File: config.mk
export PLATFORM = sky130hd
export DESIGN_NAME = pool2d_avgdiv
export DESIGN_NICKNAME = d
export VERILOG_FILES = /design/src/rtl/pool2d_pkg.sv /design/src/rtl/pool2d_avgdiv.sv
export SDC_FILE = /design/constraint.sdc
export NUM_CORES = 1
export LEC_CHECK = 0
export ABC_AREA = 1
export BUFFER_PORTS_ARGS = -buffer_cell sky130_fd_sc_hd__buf_4
export CORE_ASPECT_RATIO = 0.6
export CORE_MARGIN = 1
export CORE_UTILIZATION = 45
export CTS_CLUSTER_DIAMETER = 120
export DETAILED_ROUTE_END_ITERATION = 10
export PLACE_DENSITY_LB_ADDON = 0.3
export SYNTH_ARGS = -nofsm -noshare
export SYNTH_HDL_FRONTEND = slang
export SYNTH_SLANG_ARGS = --single-unit
File: constraint.sdc
create_clock -name clk_i -period 4.2 [get_ports clk_i]
set_input_delay 0.42 -clock clk_i [delete_from_list [all_inputs] [get_ports clk_i]]
set_output_delay 0.42 -clock clk_i [all_outputs]
set_load 0.02 [all_outputs]
File: src/rtl/pool2d_pkg.sv
// Shared constants, state and register codes, and divider request and response types of the pooling block.
package pool2d_pkg;

  localparam int SAMPLE_W     = 16;
  localparam int LINE_W       = 18;
  localparam int TOT_W        = 20;
  localparam int MAX_WINDOW   = 4;
  localparam int LANE_AW      = $clog2(MAX_WINDOW);
  localparam int MAX_WIDTH    = 256;
  localparam int MAX_HEIGHT   = 256;
  localparam int MAX_CHANNELS = 64;
  localparam int CFG_W        = 9;
  localparam int IDX_W        = 3;
  localparam int RECIP_SHIFT  = 24;
  localparam int RECIP9       = 1864135;

  typedef enum logic [1:0] {
    S_IDLE,
    S_MERGE,
    S_WAIT,
    S_OUT
  } state_e;

  typedef enum logic [IDX_W-1:0] {
    REG_CHANNELS = 3'd0,
    REG_HEIGHT   = 3'd1,
    REG_WIDTH    = 3'd2,
    REG_WINDOW   = 3'd3,
    REG_STEP     = 3'd4,
    REG_MODE     = 3'd5
  } cfg_reg_e;

  typedef struct packed {
    logic                    valid;
    logic [2:0]              win;
    logic signed [TOT_W-1:0] total;
  } div_req_t;

  typedef struct packed {
    logic                       valid;
    logic signed [SAMPLE_W-1:0] quot;
  } div_rsp_t;

endpackage

File: src/rtl/pool2d_avgdiv.sv
// Two-stage divider of a window sum by the window area, truncating toward zero.
module pool2d_avgdiv (
  input  logic                 clk_i,
  input  logic                 rst_ni,
  input  pool2d_pkg::div_req_t req_i,
  output pool2d_pkg::div_rsp_t rsp_o
);
  import pool2d_pkg::*;

  logic                       neg;
  logic [TOT_W-1:0]           mag;
  logic [40:0]                prod;
  logic [TOT_W-1:0]           q0;
  logic                       v1_q, v2_q;
  logic [TOT_W-1:0]           q1_q, mag1_q;
  logic                       neg1_q, nine1_q;
  logic [TOT_W-1:0]           rem, q2;
  logic [TOT_W-1:0]           sq;
  logic signed [SAMPLE_W-1:0] quot_q;

  // Magnitude first, so that a floor quotient is a truncation toward zero.
  always_comb begin
    neg  = req_i.total[TOT_W-1];
    mag  = neg ? TOT_W'(-req_i.total) : TOT_W'(req_i.total);
    prod = 41'(mag) * 41'(RECIP9);
    case (req_i.win)
      3'd2:    q0 = mag >> 2;
      3'd3:    q0 = TOT_W'(prod[40:RECIP_SHIFT]);
      3'd4:    q0 = mag >> 4;
      default: q0 = mag;
    endcase
  end

  always_ff @(posedge clk_i) begin
    q1_q    <= q0;
    mag1_q  <= mag;
    neg1_q  <= neg;
    nine1_q <= (req_i.win == 3'd3);
  end

  // The reciprocal estimate for nine is never more than one too small.
  always_comb begin
    rem = mag1_q - ((q1_q << 3) + q1_q);
    q2  = (nine1_q && (rem >= TOT_W'(9))) ? q1_q + TOT_W'(1) : q1_q;
    sq  = neg1_q ? TOT_W'(-q2) : q2;
  end

  always_ff @(posedge clk_i) begin
    quot_q <= sq[SAMPLE_W-1:0];
  end

  always_ff @(posedge clk_i or negedge rst_ni) begin
    if (!rst_ni) begin
      v1_q <= 1'b0;
      v2_q <= 1'b0;
    end else begin
      v1_q <= req_i.valid;
      v2_q <= v1_q;
    end
  end

  assign rsp_o.valid = v2_q;
  assign rsp_o.quot  = quot_q;

endmodule

Yosys cells after proc, flatten, opt, wreduce, memory -nomap -nowiden
Index checks and enable logic that the tools add are counted.
- mux-type cells: 4
- order comparisons: 1
- reductions and logical operators: 1
- multiply operators: 1
- equal/unequal tests: 3
- $add $sub $neg: 5
- operator list (operator ; count):
    $pmux W20 S3 ; 1
    $mul A20 B21 Y41 const B ; 1
    $mux W16 ; 2
    $add A20 B20 Y20 ; 1
    $ge A20 B4 Y1 const B ; 1
    $mux W20 ; 1
    $neg A20 Y20 ; 1
    $sub A20 B20 Y20 ; 1
    $add A16 B1 Y16 const B ; 1
    $neg A16 Y16 ; 1
    $eq A3 B2 Y1 const B ; 2
    $eq A3 B3 Y1 const B ; 1
    $logic_and A1 B1 Y1 ; 1
- input port bits: 26
- word-level logic and storage cells: 22
- register bits after elaboration: 60
- output and inout bits: 17

Logic depth before layout (Yosys ltp)
- word-level depth: 7
- mapped depth: 37
- depth with buffers taken out: 37

Worst setup path after synthesis
OpenSTA, ideal clock, no wires.
- path type: input port to flip-flop
- from: input port req_i[0] (netlist bit)
- to: register q1_q[10]
- setup slack: -3.845 ns
- data arrival time: 7.912 ns
- path buffers: 0
- data required time: 4.066 ns
- library setup time: 0.134 ns
- cell stages on the path: 34
- cell sequence: inv_1 -> ha_1 -> inv_1 -> nor3_1 -> nand3_1 -> nor3_1 -> nand4_1 -> o31ai_1 -> o21ai_0 -> xnor2_1 -> inv_1 -> ha_1 -> inv_1 -> fa_1 -> inv_1 -> fa_1 -> inv_1 -> fa_1 -> inv_1 -> fa_1 -> inv_1 -> fa_1 -> fa_1 -> inv_1 -> ha_1 -> nand2_1 -> inv_1 -> a21oi_1 -> a21boi_0 -> a21oi_1 -> or2_2 -> a21o_1 -> o21ai_0 -> o2111ai_1
- cells in the longest elaborated chain, start to end: 4
- RTL lines (item ; RTL line ; source):
    start: declaration ; pool2d_avgdiv.sv:5 ; input pool2d_pkg::div_req_t req_i,
    $neg A20 Y20 ; pool2d_avgdiv.sv:24 ; mag = neg ? TOT_W'(-req_i.total) : TOT_W'(req_i.total);
    $mux W20 ; pool2d_avgdiv.sv:24 ;
    via mag[18] ; pool2d_avgdiv.sv:11 ; logic [TOT_W-1:0] mag;
    $mul A20 B21 Y41 ; pool2d_avgdiv.sv:25 ; prod = 41'(mag) * 41'(RECIP9);
    $pmux W20 S3 ; pool2d_avgdiv.sv:26 ; case (req_i.win)
    via q0[10] ; pool2d_avgdiv.sv:13 ; logic [TOT_W-1:0] q0;
    end signal: assignment ; pool2d_avgdiv.sv:35 ; q1_q <= q0;
    end: declaration ; pool2d_avgdiv.sv:15 ; logic [TOT_W-1:0] q1_q, mag1_q;
The timed path passes the listed nets, and every way through them passes these cells.

Worst setup path in the final report
- from: input port req_i[0] (netlist bit)
- to: register q1_q[13]
Same word-level chain as after synthesis.

==> reports/metrics.yaml <==
status: "complete, but fails checks"
violations: "setup timing"
r2r-start: "q1_q[7]"
worst_r2r_endpoint: "quot_q[10]"
final_util_pct: 65.06
cp-startpoint: "req_i[0]"
slowest_delay_ns: 0.52
ys_seq_elements: 60
critPathCaptureType: "flip-flop"
overflow: 0
start_util_pct: 45.96
whs_endpoint: "v1_q"
place_congestion: 1.023
num_antenna_cells: 0
syn_inst: 1484
required_ns: 4.47
fin_skew_ns: 0.007418
vias: 11526
worst_path_max_delay_cell: "fa_1"
cts_made_buffers: 9
synth_area_sq_mm: 0.01116
min_path_type: "primary input to flip-flop"
viasPerCell: 5.314
path_buf_inv: 12
clockBufferDepth: 2
num_io_pins: 43
tightest_slew_ns: 1.118
post_dp_cell_area_sq_mm: 0.01402
max_clock_freq_mhz: 133.1
num_rows: 44
rrSetupSlack_ns: 0.09
period_share_pct: 178.9
worstSetupPathType: "primary input to flip-flop"
wl_per_cell_um: 19.45
period_needed_ns: 7.515
port_buffers: 42
drt_wl_total_mm: 42.18
grt_max_degree: 19
async_flop_share_pct: 3.333
dieWidth_um: 205.3
setup-tns-final_ns: -53.82
path_max_fanout: 4
hold_depth: 1
root_buffer: "clkbuf_16"
fp.dieH_um: 124.0
clk_latency_ns: 0.36
cpMostUsedCell: "fa_1"
synth_enable_flop_cells: 0
final_design_area_no_fill_sq_mm: 0.01580
max_cap_viol_count: 0
yosysWarningCount: 0
synthDistinctLibCells: 47
core-area_sq_mm: 0.02428
tritoncts: "yes"
gr-usage-all-layers_pct: 33.74
first_iter_violations: 1221
grt_setup_unrepaired: "yes"
syn_nets: 1819
crit_family: "adder cells"
drive_gt1_share_pct: 32.97
clk_pin_slew_ns: 0.06
syn_avg_cell_area_sq_um: 7.520
grt_pass1_vias: 10945
finalNetCount: 2177
dp_hpwl_mm: 34.22
setup_ws_ns: -3.315
finalHoldViolations: 0
ant_nets: 0
n_fill_cell: 2011
h-tree-depth: 3
area_growth_pct: 41.54
slew_violations: 0
setup_violations: 17
die_area_sq_mm: 0.02545
drtPass1Iterations: 8
ys_seq_area_share_pct: 10.85
arrival_ns: 7.78
cts_num_sinks: 60
worstHoldStart: "req_i[23]"
reg2reg_depth: 25
cp-start-kind: "primary input"
ys.flop_type: "dfxtp_1"
antenna_found_initial: 0
timing.slew.headroom_pct: 25.36
drc: 0
dp_slack_ns: -4.088
grt_first_pass_wirelength_mm: 62.36
-- cells by family after synthesis --
family / after synthesis / synth area share, %
compound gates: 166 / 9.060
simple gates: 521 / 20.31
flops: 60 / 10.85
buf+inv: 375 / 12.97
fa+ha+maj: 309 / 42.65
xor+xnor: 53 / 4.160
-- area by class of cell --
cell class	count	area [sq um]	area share (%)
multi-input cells	1050	9687	61.33
well taps	322	402.9	2.551
clock inverters	7	100.1	0.6337
inverters	364	1379	8.729
clock buffers	9	225.2	1.426
flip-flops and latches	60	1219	7.715
repair buffers	357	2783	17.62
-- repair_timing --
item / CTS / global route
gates resized for setup: 130 / 115
hold endpoints to repair: 2 / 0
buffers inserted: 64 / 20
hold buffers: 1 / 0
pin swaps: 69 / 51
cloned: 0 / 1
setup endpoints to repair: 27 / 32
-- synthesized netlist by cell type (all sizes together), types with 13 or more instances --
master   number  area (sq um)
ha          190          2377
nor3         22         115.1
xor2         41         359.1
fa          119          2382
dfxtp        58          1161
o2111ai      13         113.9
a21oi        62         314.1
nand3        67         350.3
o21ai        43         222.7
nand2       297          1177
nand4        16         100.1
inv         363          1363
nor2         97         379.1
-- per-layer routing --
layer | vias up | GRT usage [%] | part of all wire, %
li1 | 5367 | - | -
met1 | 5533 | 51.32 | 49
met2 | 557 | 42.00 | 36
met3 | 67 | 15.52 | 14
met4 | 2 | 6.019 | 1.4
met5 | - | 0 | 0.16
-- cell usage in the layout (no fill, tap or decap), types with 5 or more instances in the layout --
| master | Yosys | routed |
|---|---|---|
| buf_4 | 2 | 334 |
| inv_1 | 361 | 327 |
| nand2_1 | 280 | 260 |
| ha_1 | 190 | 155 |
| fa_1 | 119 | 113 |
| nor2_1 | 91 | 78 |
| nand3_1 | 64 | 52 |
| dfxtp_1 | 58 | 52 |
| a21oi_1 | 61 | 47 |
| xor2_1 | 41 | 37 |
| ha_4 | 0 | 35 |
| inv_2 | 2 | 32 |
| nand2_2 | 13 | 28 |
| buf_6 | 2 | 20 |
| o21ai_0 | 39 | 17 |
| nand4_1 | 16 | 16 |
| nand3_2 | 3 | 14 |
| nor3_1 | 21 | 14 |
| nor2_2 | 6 | 13 |
| o21ai_1 | 2 | 12 |
| a21oi_2 | 1 | 12 |
| xnor2_1 | 12 | 11 |
| o21ai_2 | 2 | 10 |
| nand2_4 | 4 | 9 |
| clkbuf_16 | 0 | 9 |
| a21o_1 | 7 | 7 |
| a21boi_2 | 0 | 7 |
| o2111ai_1 | 13 | 7 |
| nor3_2 | 1 | 6 |
| nor2_4 | 0 | 6 |
| o2111ai_2 | 0 | 6 |
| fa_2 | 0 | 6 |
| dfxtp_2 | 0 | 6 |
| or2_2 | 10 | 5 |
| o21bai_1 | 5 | 5 |
| o211ai_1 | 5 | 5 |
| nand3b_1 | 5 | 5 |
| or2_4 | 0 | 5 |
-- stage by stage --
step / hold slack (ns) / instances
finish: 0.1692 / 2169
global route: 0.1706 / 2169
CTS: 0.1696 / 2179
detailed placement: 0.2042 / 2101
global placement: 0.2025 / 2101
floorplan: 0.1244 / 1484
-- how the worst max path moves through the flow --
stage          cells past startpoint  endpoint  slack [ns]
2_1_floorplan                     34  q1_q[12]       -3.10
3_3_place_gp                      38  q1_q[11]       -4.05
3_5_place_dp                      38  q1_q[11]       -4.09
4_1_cts                           37  q1_q[10]       -3.21
5_1_grt                           39  q1_q[10]       -3.61
6_report                          37  q1_q[13]       -3.32
-- state kept, by name, summed over array words and instances, names as in the netlist --
signal   flops
v2_q         1
quot_q      16
mag1_q      20
nine1_q      1
v1_q         1
neg1_q       1
q1_q        20
Power is not shown: default switching activity piles up to over one toggle a cycle in this logic, so the estimate is an artifact.
